File: config.mk
export PLATFORM = sky130hd
export DESIGN_NAME = bank_switch_mapper_with_scanline_irq_top_flat
export DESIGN_NICKNAME = d
export VERILOG_FILES = /design/src/rtl/core/bsm_pkg.sv /design/src/rtl/core/bsm_chan_if.sv /design/src/rtl/core/bsm_mod_unit.sv /design/src/rtl/core/bank_switch_mapper_with_scanline_irq_top.sv /design/src/flat_wrapper.sv
export SDC_FILE = /design/constraint.sdc
export NUM_CORES = 1
export LEC_CHECK = 0
export ABC_AREA = 1
export BUFFER_PORTS_ARGS = -buffer_cell sky130_fd_sc_hd__buf_4
export CORE_MARGIN = 3
export CORE_UTILIZATION = 65
export CTS_CLUSTER_DIAMETER = 60
export CTS_CLUSTER_SIZE = 25
export DETAILED_ROUTE_END_ITERATION = 10
export HOLD_SLACK_MARGIN = 0.12
export PLACE_DENSITY = 0.92
export SLEW_MARGIN = 20
export SYNTH_ARGS = -nofsm -noshare
export SYNTH_HDL_FRONTEND = slang
export SYNTH_SLANG_ARGS = --single-unit
File: constraint.sdc
create_clock -name clock -period 6.6 [get_ports clock]
set_input_delay 0 -clock clock [delete_from_list [all_inputs] [get_ports clock]]
set_output_delay 0 -clock clock [all_outputs]
set_load 0.05 [all_outputs]
File: src/rtl/core/bsm_pkg.sv
package bsm_pkg;

   // item and register field widths
   localparam int FUNC_W  = 2;
   localparam int ADDR_W  = 16;
   localparam int DATA_W  = 8;
   localparam int MAP_W   = 22;
   localparam int CSR_IDX_W = 2;
   localparam int BANK_W  = 8;

   // operations carried by an item
   localparam logic [FUNC_W-1:0] FUNC_WRITE = 2'd0;
   localparam logic [FUNC_W-1:0] FUNC_TICK  = 2'd1;
   localparam logic [FUNC_W-1:0] FUNC_PRG   = 2'd2;
   localparam logic [FUNC_W-1:0] FUNC_CHR   = 2'd3;

   // configuration register indexes
   localparam logic [CSR_IDX_W-1:0] CSR_PRG_SIZE = 2'd0;
   localparam logic [CSR_IDX_W-1:0] CSR_CHR_SIZE = 2'd1;
   localparam logic [CSR_IDX_W-1:0] CSR_MIRROR   = 2'd2;

   localparam logic [BANK_W-1:0] PRG_SIZE_RST = 8'd2;
   localparam logic [BANK_W-1:0] CHR_SIZE_RST = 8'd1;
   localparam logic              MIRROR_RST   = 1'b0;

   // register pairs picked by address bits 14:13
   localparam logic [1:0] PAIR_BANK      = 2'd0;
   localparam logic [1:0] PAIR_MIRROR    = 2'd1;
   localparam logic [1:0] PAIR_IRQ_LATCH = 2'd2;
   localparam logic [1:0] PAIR_IRQ_EN    = 2'd3;

   // 8 KiB program banks, 1 KiB pattern banks
   localparam int PRG_OFS_W = 13;
   localparam int CHR_OFS_W = 10;
   localparam int PRG_IDX_W = 9;
   localparam int CHR_IDX_W = 11;
   localparam int CNT_W     = 11;
   localparam int PRG_SLOTS = 4;
   localparam int CHR_SLOTS = 8;
   localparam int BANK_REGS = 8;

   localparam logic [BANK_W-1:0] BANK_SECOND_LAST = 8'hFE;
   localparam logic [BANK_W-1:0] BANK_LAST        = 8'hFF;
   localparam logic [BANK_W-1:0] BANK_ODD         = 8'h01;
   localparam logic [BANK_W-1:0] BANK_EVEN_MASK   = 8'hFE;

   typedef struct packed {
      logic              start;
      logic [BANK_W-1:0] bank;
      logic [CNT_W-1:0]  count;
   } mod_req_type;

   typedef struct packed {
      logic             busy;
      logic             done;
      logic [CNT_W-1:0] rem;
   } mod_rsp_type;

endpackage

File: src/rtl/core/bsm_chan_if.sv
interface bsm_req_if import bsm_pkg::*; ();
   logic              valid;
   logic              ready;
   logic [FUNC_W-1:0] func;
   logic [ADDR_W-1:0] addr;
   logic [DATA_W-1:0] data_value;

   modport source (output valid, func, addr, data_value, input ready);
   modport sink (input valid, func, addr, data_value, output ready);
endinterface

interface bsm_rsp_if import bsm_pkg::*; ();
   logic             valid;
   logic             ready;
   logic [MAP_W-1:0] mapped_addr;
   logic             mirror_mode;
   logic             irq;

   modport source (output valid, mapped_addr, mirror_mode, irq, input ready);
   modport sink (input valid, mapped_addr, mirror_mode, irq, output ready);
endinterface

interface bsm_csr_if import bsm_pkg::*; ();
   logic                 valid;
   logic                 ready;
   logic [CSR_IDX_W-1:0] idx;
   logic [DATA_W-1:0]    data;

   modport source (output valid, idx, data, input ready);
   modport sink (input valid, idx, data, output ready);
endinterface

File: src/rtl/core/bsm_mod_unit.sv
module bsm_mod_unit import bsm_pkg::*; (
   input  logic        clock,
   input  logic        reset,
   input  mod_req_type mod_req,
   output mod_rsp_type mod_rsp
);

   localparam int STEP_W = $clog2(BANK_W + 1);
   localparam logic [STEP_W-1:0] STEP_FIX = STEP_W'(BANK_W);

   logic              busy_ff, busy_in;
   logic              done_ff, done_in;
   logic [STEP_W-1:0] step_ff, step_in;
   logic [BANK_W-1:0] mag_ff, mag_in;
   logic              neg_ff, neg_in;
   logic [CNT_W-1:0]  count_ff, count_in;
   logic [CNT_W-1:0]  rem_ff, rem_in;
   logic              fix;
   logic [CNT_W:0]    sub_a, sub_b;
   logic [CNT_W+1:0]  diff;

   // restoring remainder of the bank magnitude, one bit a cycle, then sign wrap
   always_comb begin
      busy_in  = busy_ff;
      done_in  = 1'b0;
      step_in  = step_ff;
      mag_in   = mag_ff;
      neg_in   = neg_ff;
      count_in = count_ff;
      rem_in   = rem_ff;
      fix      = (step_ff == STEP_FIX);
      sub_a    = fix ? {1'b0, count_ff} : {rem_ff, mag_ff[BANK_W-1]};
      sub_b    = fix ? {1'b0, rem_ff} : {1'b0, count_ff};
      diff     = {1'b0, sub_a} - {1'b0, sub_b};
      if (mod_req.start) begin
         busy_in  = 1'b1;
         step_in  = '0;
         neg_in   = mod_req.bank[BANK_W-1];
         mag_in   = mod_req.bank[BANK_W-1] ? (~mod_req.bank + 1'b1) : mod_req.bank;
         count_in = mod_req.count;
         rem_in   = '0;
      end else if (busy_ff) begin
         if (fix) begin
            busy_in = 1'b0;
            done_in = 1'b1;
            // negative bank with nonzero remainder wraps toward the end
            if (count_ff == '0) begin
               rem_in = '0;
            end else if (neg_ff && (rem_ff != '0)) begin
               rem_in = diff[CNT_W-1:0];
            end
         end else begin
            step_in = step_ff + 1'b1;
            mag_in  = {mag_ff[BANK_W-2:0], 1'b0};
            rem_in  = diff[CNT_W+1] ? sub_a[CNT_W-1:0] : diff[CNT_W-1:0];
         end
      end
   end

   always_ff @(posedge clock) begin
      if (reset) begin
         busy_ff <= 1'b0;
         done_ff <= 1'b0;
         step_ff <= '0;
      end else begin
         busy_ff <= busy_in;
         done_ff <= done_in;
         step_ff <= step_in;
      end
      mag_ff   <= mag_in;
      neg_ff   <= neg_in;
      count_ff <= count_in;
      rem_ff   <= rem_in;
   end

   assign mod_rsp.busy = busy_ff;
   assign mod_rsp.done = done_ff;
   assign mod_rsp.rem  = rem_ff;

   a_done_after_busy: assert property (@(posedge clock) disable iff (reset)
      done_ff |-> $past(busy_ff))
      else $error("remainder done without a running division");

   // a start seen on the reset release edge is swallowed by the reset
   a_start_runs: assert property (@(posedge clock) disable iff (reset)
      !reset && mod_req.start |=> busy_ff && (step_ff == '0))
      else $error("division did not start");

   a_rem_in_range: assert property (@(posedge clock) disable iff (reset)
      done_ff && (count_ff != '0) |-> rem_ff < count_ff)
      else $error("remainder not below bank count");

endmodule

File: src/rtl/core/bank_switch_mapper_with_scanline_irq_top.sv
// channel   port       dir  payload
// request   req_chan   in   func, addr, data_value
// response  rsp_chan   out  mapped_addr, mirror_mode, irq
// config    csr_chan   in   idx, data
//
// translates, ticks and most writes are answered in the cycle after they are taken; the response is registered.
// a write to the bank select or a bank register recomputes all 12 bank offsets
// through one iterative modulo unit, one bank after another, with ready low meanwhile.
// after reset and after each config write to a known register a load of the 4 program
// banks runs with ready low; config is taken only while idle.
// a stalled response holds the request side: a new item waits until it is taken.
module bank_switch_mapper_with_scanline_irq_top import bsm_pkg::*; (
   input logic      clock,
   input logic      reset,
   bsm_req_if.sink  req_chan,
   bsm_rsp_if.source rsp_chan,
   bsm_csr_if.sink  csr_chan
);

   localparam logic [1:0] SEQ_IDLE  = 2'd0;
   localparam logic [1:0] SEQ_ISSUE = 2'd1;
   localparam logic [1:0] SEQ_WAIT  = 2'd2;

   localparam int JOB_W = 4;
   localparam logic [JOB_W-1:0] JOB_PRG_LAST = JOB_W'(PRG_SLOTS - 1);
   localparam logic [JOB_W-1:0] JOB_ALL_LAST = JOB_W'(PRG_SLOTS + CHR_SLOTS - 1);

   logic [1:0]       seq_state_ff, seq_state_in;
   logic             load_ff, load_in;
   logic [JOB_W-1:0] job_ff, job_in;

   logic [BANK_W-1:0] prg_size_ff, prg_size_in;
   logic [BANK_W-1:0] chr_size_ff, chr_size_in;
   logic              mirror_rst_ff, mirror_rst_in;

   logic [2:0]        bank_select_ff, bank_select_in;
   logic              prg_mode_ff, prg_mode_in;
   logic              chr_mode_ff, chr_mode_in;
   logic [BANK_W-1:0] bank_regs_ff [BANK_REGS];
   logic [BANK_W-1:0] bank_regs_in [BANK_REGS];
   logic              mirror_bit_ff, mirror_bit_in;
   logic [BANK_W-1:0] irq_reload_ff, irq_reload_in;
   logic [BANK_W-1:0] irq_counter_ff, irq_counter_in;
   logic              irq_enable_ff, irq_enable_in;
   logic [PRG_IDX_W-1:0] prg_idx_ff [PRG_SLOTS];
   logic [PRG_IDX_W-1:0] prg_idx_in [PRG_SLOTS];
   logic [CHR_IDX_W-1:0] chr_idx_ff [CHR_SLOTS];
   logic [CHR_IDX_W-1:0] chr_idx_in [CHR_SLOTS];

   logic             rsp_valid_ff, rsp_valid_in;
   logic [MAP_W-1:0] rsp_map_ff, rsp_map_in;
   logic             rsp_mirror_ff, rsp_mirror_in;
   logic             rsp_irq_ff, rsp_irq_in;

   logic        req_fire, csr_fire, idle;
   logic        wr_odd;
   logic [2:0]  chr_dest;
   logic [BANK_W-1:0] job_bank;
   mod_req_type mod_req;
   mod_rsp_type mod_rsp;

   bsm_mod_unit u_mod (
      .clock   (clock),
      .reset   (reset),
      .mod_req (mod_req),
      .mod_rsp (mod_rsp)
   );

   assign idle     = (seq_state_ff == SEQ_IDLE);
   assign csr_chan.ready = idle;
   assign req_chan.ready = idle && !csr_chan.valid && (!rsp_valid_ff || rsp_chan.ready);
   assign req_fire = req_chan.valid && req_chan.ready;
   assign csr_fire = csr_chan.valid && csr_chan.ready;
   assign wr_odd   = req_chan.addr[0];

   // bank number fed to the modulo unit for the current job
   always_comb begin
      job_bank = '0;
      if (load_ff) begin
         case (job_ff)
            4'd0:    job_bank = '0;
            4'd1:    job_bank = BANK_ODD;
            4'd2:    job_bank = BANK_SECOND_LAST;
            default: job_bank = BANK_LAST;
         endcase
      end else begin
         case (job_ff)
            4'd0:    job_bank = prg_mode_ff ? BANK_SECOND_LAST : bank_regs_ff[6];
            4'd1:    job_bank = bank_regs_ff[7];
            4'd2:    job_bank = prg_mode_ff ? bank_regs_ff[6] : BANK_SECOND_LAST;
            4'd3:    job_bank = BANK_LAST;
            4'd4:    job_bank = bank_regs_ff[0] & BANK_EVEN_MASK;
            4'd5:    job_bank = bank_regs_ff[0] | BANK_ODD;
            4'd6:    job_bank = bank_regs_ff[1] & BANK_EVEN_MASK;
            4'd7:    job_bank = bank_regs_ff[1] | BANK_ODD;
            4'd8:    job_bank = bank_regs_ff[2];
            4'd9:    job_bank = bank_regs_ff[3];
            4'd10:   job_bank = bank_regs_ff[4];
            4'd11:   job_bank = bank_regs_ff[5];
            default: job_bank = BANK_LAST;
         endcase
      end
      mod_req.start = (seq_state_ff == SEQ_ISSUE);
      mod_req.bank  = job_bank;
      if (job_ff <= JOB_PRG_LAST) begin
         mod_req.count = {2'b00, prg_size_ff, 1'b0};
      end else begin
         mod_req.count = {chr_size_ff, 3'b000};
      end
      // chr mode swaps the 2 KiB and 1 KiB halves
      chr_dest = (job_ff[2:0] ^ 3'b100) + {chr_mode_ff, 2'b00};
   end

   always_comb begin
      seq_state_in   = seq_state_ff;
      load_in        = load_ff;
      job_in         = job_ff;
      prg_size_in    = prg_size_ff;
      chr_size_in    = chr_size_ff;
      mirror_rst_in  = mirror_rst_ff;
      bank_select_in = bank_select_ff;
      prg_mode_in    = prg_mode_ff;
      chr_mode_in    = chr_mode_ff;
      bank_regs_in   = bank_regs_ff;
      mirror_bit_in  = mirror_bit_ff;
      irq_reload_in  = irq_reload_ff;
      irq_counter_in = irq_counter_ff;
      irq_enable_in  = irq_enable_ff;
      prg_idx_in     = prg_idx_ff;
      chr_idx_in     = chr_idx_ff;
      rsp_valid_in   = rsp_valid_ff && !rsp_chan.ready;
      rsp_map_in     = rsp_map_ff;
      rsp_mirror_in  = rsp_mirror_ff;
      rsp_irq_in     = rsp_irq_ff;

      if (csr_fire) begin
         case (csr_chan.idx)
            CSR_PRG_SIZE: prg_size_in   = csr_chan.data;
            CSR_CHR_SIZE: chr_size_in   = csr_chan.data;
            CSR_MIRROR:   mirror_rst_in = csr_chan.data[0];
            default: ;
         endcase
         // any known register reloads the cartridge state
         if ((csr_chan.idx == CSR_PRG_SIZE) || (csr_chan.idx == CSR_CHR_SIZE) ||
             (csr_chan.idx == CSR_MIRROR)) begin
            bank_select_in = '0;
            prg_mode_in    = 1'b0;
            chr_mode_in    = 1'b0;
            mirror_bit_in  = mirror_rst_in;
            irq_reload_in  = '0;
            irq_counter_in = '0;
            irq_enable_in  = 1'b0;
            for (int i = 0; i < BANK_REGS; i++) begin
               bank_regs_in[i] = '0;
            end
            for (int i = 0; i < CHR_SLOTS; i++) begin
               chr_idx_in[i] = '0;
            end
            seq_state_in = SEQ_ISSUE;
            load_in      = 1'b1;
            job_in       = '0;
         end
      end

      if (req_fire) begin
         rsp_irq_in = 1'b0;
         rsp_map_in = '0;
         case (req_chan.func)
            FUNC_WRITE: begin
               if (req_chan.addr[ADDR_W-1]) begin
                  case (req_chan.addr[14:13])
                     PAIR_BANK: begin
                        if (!wr_odd) begin
                           prg_mode_in    = req_chan.data_value[6];
                           chr_mode_in    = req_chan.data_value[7];
                           bank_select_in = req_chan.data_value[2:0];
                        end else begin
                           bank_regs_in[bank_select_ff] = req_chan.data_value;
                        end
                        seq_state_in = SEQ_ISSUE;
                        load_in      = 1'b0;
                        job_in       = '0;
                     end
                     PAIR_MIRROR: begin
                        if (!wr_odd) begin
                           mirror_bit_in = req_chan.data_value[0];
                        end
                     end
                     PAIR_IRQ_LATCH: begin
                        if (!wr_odd) begin
                           irq_reload_in = req_chan.data_value;
                        end else begin
                           irq_counter_in = irq_reload_ff;
                        end
                     end
                     default: irq_enable_in = wr_odd;
                  endcase
               end
            end
            FUNC_TICK: begin
               if (irq_counter_ff == '0) begin
                  irq_counter_in = irq_reload_ff;
               end else begin
                  irq_counter_in = irq_counter_ff - 1'b1;
                  rsp_irq_in     = (irq_counter_ff == 8'd1) && irq_enable_ff;
               end
            end
            FUNC_PRG: begin
               rsp_map_in = {prg_idx_ff[req_chan.addr[14:13]], req_chan.addr[PRG_OFS_W-1:0]};
            end
            default: begin
               rsp_map_in = {1'b0, chr_idx_ff[req_chan.addr[12:10]],
                             req_chan.addr[CHR_OFS_W-1:0]};
            end
         endcase
         rsp_valid_in  = 1'b1;
         rsp_mirror_in = mirror_bit_in;
      end

      case (seq_state_ff)
         SEQ_IDLE: ;
         SEQ_ISSUE: seq_state_in = SEQ_WAIT;
         SEQ_WAIT: begin
            if (mod_rsp.done) begin
               if (job_ff <= JOB_PRG_LAST) begin
                  prg_idx_in[job_ff[1:0]] = mod_rsp.rem[PRG_IDX_W-1:0];
               end else begin
                  chr_idx_in[chr_dest] = mod_rsp.rem;
               end
               if (job_ff == (load_ff ? JOB_PRG_LAST : JOB_ALL_LAST)) begin
                  seq_state_in = SEQ_IDLE;
               end else begin
                  seq_state_in = SEQ_ISSUE;
                  job_in       = job_ff + 1'b1;
               end
            end
         end
         default: seq_state_in = SEQ_IDLE;
      endcase
   end

   always_ff @(posedge clock) begin
      if (reset) begin
         seq_state_ff   <= SEQ_ISSUE;
         load_ff        <= 1'b1;
         job_ff         <= '0;
         prg_size_ff    <= PRG_SIZE_RST;
         chr_size_ff    <= CHR_SIZE_RST;
         mirror_rst_ff  <= MIRROR_RST;
         bank_select_ff <= '0;
         prg_mode_ff    <= 1'b0;
         chr_mode_ff    <= 1'b0;
         mirror_bit_ff  <= MIRROR_RST;
         irq_reload_ff  <= '0;
         irq_counter_ff <= '0;
         irq_enable_ff  <= 1'b0;
         rsp_valid_ff   <= 1'b0;
         for (int i = 0; i < BANK_REGS; i++) begin
            bank_regs_ff[i] <= '0;
         end
         for (int i = 0; i < CHR_SLOTS; i++) begin
            chr_idx_ff[i] <= '0;
         end
      end else begin
         seq_state_ff   <= seq_state_in;
         load_ff        <= load_in;
         job_ff         <= job_in;
         prg_size_ff    <= prg_size_in;
         chr_size_ff    <= chr_size_in;
         mirror_rst_ff  <= mirror_rst_in;
         bank_select_ff <= bank_select_in;
         prg_mode_ff    <= prg_mode_in;
         chr_mode_ff    <= chr_mode_in;
         mirror_bit_ff  <= mirror_bit_in;
         irq_reload_ff  <= irq_reload_in;
         irq_counter_ff <= irq_counter_in;
         irq_enable_ff  <= irq_enable_in;
         rsp_valid_ff   <= rsp_valid_in;
         bank_regs_ff   <= bank_regs_in;
         chr_idx_ff     <= chr_idx_in;
      end
      prg_idx_ff    <= prg_idx_in;
      rsp_map_ff    <= rsp_map_in;
      rsp_mirror_ff <= rsp_mirror_in;
      rsp_irq_ff    <= rsp_irq_in;
   end

   assign rsp_chan.valid       = rsp_valid_ff;
   assign rsp_chan.mapped_addr = rsp_map_ff;
   assign rsp_chan.mirror_mode = rsp_mirror_ff;
   assign rsp_chan.irq         = rsp_irq_ff;

   a_start_when_free: assert property (@(posedge clock) disable iff (reset)
      mod_req.start |-> !mod_rsp.busy)
      else $error("modulo unit started while busy");

   a_cfg_reloads: assert property (@(posedge clock) disable iff (reset)
      csr_fire && (csr_chan.idx != CSR_MIRROR + 2'd1) |=>
         (seq_state_ff == SEQ_ISSUE) && load_ff && (job_ff == '0))
      else $error("config write did not start a bank load");

   a_irq_no_addr: assert property (@(posedge clock) disable iff (reset)
      rsp_valid_ff && rsp_irq_ff |-> rsp_map_ff == '0)
      else $error("irq item carries a mapped address");

endmodule
File: src/flat_wrapper.sv
// flat-port wrapper written by rule: the top's interface ports become plain ports
module bank_switch_mapper_with_scanline_irq_top_flat import bsm_pkg::*;
  (clock, reset, req_chan_valid, req_chan_func, req_chan_addr, req_chan_data_value, req_chan_ready, rsp_chan_valid, rsp_chan_mapped_addr, rsp_chan_mirror_mode, rsp_chan_irq, rsp_chan_ready, csr_chan_valid, csr_chan_idx, csr_chan_data, csr_chan_ready);
  bsm_req_if req_chan_i ();
  bsm_rsp_if rsp_chan_i ();
  bsm_csr_if csr_chan_i ();
  input logic clock;
  input logic reset;
  input wire logic [$bits(req_chan_i.valid)-1:0] req_chan_valid;
  input wire logic [$bits(req_chan_i.func)-1:0] req_chan_func;
  input wire logic [$bits(req_chan_i.addr)-1:0] req_chan_addr;
  input wire logic [$bits(req_chan_i.data_value)-1:0] req_chan_data_value;
  output wire logic [$bits(req_chan_i.ready)-1:0] req_chan_ready;
  output wire logic [$bits(rsp_chan_i.valid)-1:0] rsp_chan_valid;
  output wire logic [$bits(rsp_chan_i.mapped_addr)-1:0] rsp_chan_mapped_addr;
  output wire logic [$bits(rsp_chan_i.mirror_mode)-1:0] rsp_chan_mirror_mode;
  output wire logic [$bits(rsp_chan_i.irq)-1:0] rsp_chan_irq;
  input wire logic [$bits(rsp_chan_i.ready)-1:0] rsp_chan_ready;
  input wire logic [$bits(csr_chan_i.valid)-1:0] csr_chan_valid;
  input wire logic [$bits(csr_chan_i.idx)-1:0] csr_chan_idx;
  input wire logic [$bits(csr_chan_i.data)-1:0] csr_chan_data;
  output wire logic [$bits(csr_chan_i.ready)-1:0] csr_chan_ready;
  assign req_chan_i.valid = req_chan_valid;
  assign req_chan_i.func = req_chan_func;
  assign req_chan_i.addr = req_chan_addr;
  assign req_chan_i.data_value = req_chan_data_value;
  assign req_chan_ready = req_chan_i.ready;
  assign rsp_chan_valid = rsp_chan_i.valid;
  assign rsp_chan_mapped_addr = rsp_chan_i.mapped_addr;
  assign rsp_chan_mirror_mode = rsp_chan_i.mirror_mode;
  assign rsp_chan_irq = rsp_chan_i.irq;
  assign rsp_chan_i.ready = rsp_chan_ready;
  assign csr_chan_i.valid = csr_chan_valid;
  assign csr_chan_i.idx = csr_chan_idx;
  assign csr_chan_i.data = csr_chan_data;
  assign csr_chan_ready = csr_chan_i.ready;
  bank_switch_mapper_with_scanline_irq_top u_core (.clock(clock), .reset(reset), .req_chan(req_chan_i), .rsp_chan(rsp_chan_i), .csr_chan(csr_chan_i));
endmodule
==> flow_summary.yaml <==
run_status:
  status: "complete, no violations"
power_and_ir_drop:
  ir_drop_v: 0.0001798
  leakage_nw: 6.361
  pwr_density_cell_nw_per_um2: 238.1
  power_w: 0.003833
synthesis:
  netlist.area_leader.share: 0.2987
  ys_seq_area_frac: 0.4633
  netlist_top_cells_area: "dfxtp_1 30%, edfxtp_1 16%, a21oi_1 7.4%"
  syn-num-nets: 1872
  synth.avg_cell_area_um2: 7.966
  synth_common_cells: "281 x nand2_1, 215 x dfxtp_1, 214 x a21oi_1, 190 x nor2_1, 172 x o21ai_0"
  yosysUniqueCellTypes: 51
  syn_inst: 1809
  ys_ff_latch: 294
  synth_most_common_cell: "nand2_1"
  synth-edff-count: 79
  synthFlopType: "dfxtp_1"
  async_reset_ff_frac: 0
  synth_largest_area_cell: "dfxtp_1"
  syn-cell-area_um2: 14410
  yosys_warnings: 0
layout:
  final_nets: 1915
  regArea_um2: 6676
  drive_above_1_share: 0.09271
  diodes: 0
  fin_cells: 2141
  syn_to_final_growth_pct: 11.73
  multi_input_area_um2: 6620
  fillCellCount: 1575
placed_design:
  portBuffers: 67
  gp_congestion: 0.9399
  hpwl_mm: 25.88
  place_inst: 2049
  pre_cts_ws_ps: 2925
timing:
  drv_slew: 0
  fin_worst_skew_ps: 20.96
  worstMarginPinSlew_ps: 1029
  timing.fmax_mhz: 263.6
  setup_ws_ps: 2806
  setup-tns-final_ps: 0
  hold_viol: 0
  setup_viol: 0
  max_slew_margin: 0.3114
  fin_crit_sh: 0.5749
  fin_crit_ps: 3794
  rsz0062_at_grt: "false"
  timing.hold.ws_ps: 185.6
worst_setup_path:
  crit_family: "buffers and inverters"
  critPathMaxFanout: 38
  critPathCapture: "u_core.u_mod.rem_ff[8]"
  critical_path_buf_inv_count: 5
  crit_required_ps: 7050
  r2r-start: "u_core.u_mod.step_ff[0]"
  r2r-end: "u_core.u_mod.rem_ff[8]"
  critPathLaunchType: "flip-flop"
  crit_path_start: "u_core.u_mod.step_ff[0]"
  end_kind: "flip-flop"
  worst-path-stages: 18
  arrival_ps: 4240
  worst-setup-path-type: "flip-flop to flip-flop"
  cpPeakStageDelay_ps: 500
  cp_slowest_cell: "clkinv_1"
  critical_path.most_common_cell: "nand2_1"
  reg2regPathDepth: 18
  reg2reg_slack_ps: 2810
  cp_cell_sequence: "inv_1 > ha_1 > nand3_1 > buf_4 > clkinv_1 > nand2_1 > o21ai_0 > ha_1 > nand2_1 > inv_1 > a21oi_1 > o21ai_1 > nand2_1 > nand2_1 > inv_1 > o21ai_1 > nand2_1 > a21oi_1"
floorplan:
  core_area_um2: 21420
  chipWidth_um: 154.9
  die_area_um2: 23990
  rows: 53
  initial_utilization: 0.6728
  die_h_um: 154.9
  num_io_pins: 68
grt:
  track_usage: 0.3271
  grt-ovfl-total: 0
  grt_max_degree: 98
  grt_first_pass_wirelength_mm: 64.97
  antenna_found_initial: 0
  grt_pass1_vias: 12859
min_path:
  hold_class: "primary input to flip-flop"
clock_network:
  root_buffer: "clkbuf_16"
  cts-buffers-inserted: 20
  post_cts_buffers: 0
  worstSkewPairLatency_ps: 530
  htreeDepth: 1
  postCtsHoldBufs: 56
  cts_tree: "yes"
  cts.repair.resized: 0
  ctsLongestPathBuffers: 3
  cts_sinks: 294
  path_clk_slew_ps: 100
job:
  maxCapViolations: 0
routing:
  drcViolationCount: 0
  drtAntennaViolNets: 0
  post_drt_wl_per_cell_um: 18.76
  drt_iter0_drc: 1604
  viasPerCell: 6.328
  first_pass_iters: 6
  wl_mm: 40.16
  vias: 13548
[layout by cell type, fill, tap and decap left out, types with 6 or more instances in the layout]
| cell type | synthesis | layout |
|---|---|---|
| clkinv_1 | 9 | 9 |
| a211oi_1 | 109 | 109 |
| inv_1 | 138 | 138 |
| nand2_2 | 9 | 9 |
| nand3_1 | 59 | 59 |
| nor3_4 | 6 | 6 |
| buf_4 | 6 | 75 |
| inv_2 | 15 | 15 |
| nand2_1 | 281 | 280 |
| dfxtp_1 | 215 | 215 |
| o21ai_1 | 18 | 18 |
| ha_1 | 21 | 21 |
| clkbuf_16 | 0 | 21 |
| a211oi_2 | 9 | 9 |
| o21ai_0 | 172 | 172 |
| a21oi_1 | 214 | 214 |
| a22oi_1 | 19 | 19 |
| edfxtp_1 | 79 | 79 |
| a221oi_1 | 9 | 9 |
| o22ai_1 | 10 | 10 |
| xor2_1 | 7 | 7 |
| nand4_1 | 20 | 20 |
| o221ai_1 | 17 | 17 |
| nor2_1 | 190 | 190 |
| dlygate4sd3_1 | 0 | 56 |
| nor2_2 | 6 | 6 |
| nor3_1 | 15 | 15 |
[area by class of cell]
class                   count  share of cell area
clock buffers              26             0.03505
clock inverters            10            0.009480
inverters                 164             0.03854
multi-input cells        1241              0.4111
flip-flops and latches    294              0.4146
well taps                 275             0.02137
repair buffers            131             0.06978
[worst min-delay path, stage by stage]
cell and delay (ps):
buf_4 200, o21ai_0 110, o22ai_1 80, nor2_1 110, a21oi_1 50
[report_power, final]
part	internal [W]	leakage (nW)	switching (W)
clock	0.000656	0.344	0.000717
sequential	0.00190	2.48	0.0000396
combinational	0.000162	3.54	0.000359
total	0.00272	6.36	0.00111
[sequential cells by signal, indices dropped and copies added (netlist names), 2 cells and up]
name and flops:
u_core.u_mod.count_ff 10, u_core.prg_size_ff 8, u_core.u_mod.mag_ff 8, u_core.rsp_chan.mapped_addr 22
u_core.u_mod.rem_ff 11, u_core.u_mod.step_ff 4, u_core.irq_counter_ff 8, u_core.bank_regs_ff 62
u_core.seq_state_ff 2, u_core.irq_reload_ff 8, u_core.prg_idx_ff 36, u_core.bank_select_ff 3
u_core.chr_idx_ff 88, u_core.job_ff 4, u_core.chr_size_ff 8
[how the worst min path moves through the flow]
| stage | startpoint | end | slack [ps] | depth (start not counted) |
|---|---|---|---|---|
| after floorplan | csr_chan_valid | req_chan_ready | 70 | 1 |
| after global placement | csr_chan_data[1] | u_core.prg_size_ff[1] | 230 | 3 |
| after detailed placement | csr_chan_data[1] | u_core.prg_size_ff[1] | 240 | 3 |
| after CTS | req_chan_addr[11] | u_core.rsp_chan.mapped_addr[12] | 170 | 5 |
| after global routing | req_chan_addr[11] | u_core.rsp_chan.mapped_addr[12] | 220 | 5 |
| final | req_chan_addr[11] | u_core.rsp_chan.mapped_addr[12] | 190 | 5 |
[kinds of logic (layout without fill, tap and decap cells)]
| group | after synthesis | in the layout | share of synthesized area |
|---|---|---|---|
| buffers and inverters | 274 | 331 | 0.07788 |
| adders and majority gates | 22 | 22 | 0.01962 |
| xor gates and xnor gates | 11 | 11 | 0.006685 |
| DFF | 294 | 294 | 0.4633 |
| AOI/OAI and AO/OA | 605 | 605 | 0.2503 |
| and+or+nand+nor | 603 | 603 | 0.1822 |
[stage by stage]
stage | utilization | area [um2]
floorplan | - | 14410
global route | 0.7517 | 16100
CTS | 0.7517 | 16100
finish | 0.7517 | 16100
global placement | 0.6921 | 14820
detailed placement | 0.6921 | 14820
[routing by layer]
layer	vias to the layer above	routed length (um)	GRT usage
met2	810	19090	0.5463
met3	134	3857	0.04812
li1	6384	-	-
met1	6220	15520	0.4302
met5	-	0	0
met4	0	1693	0.1304
No activity file was read; power rests on OpenSTA's default activity.
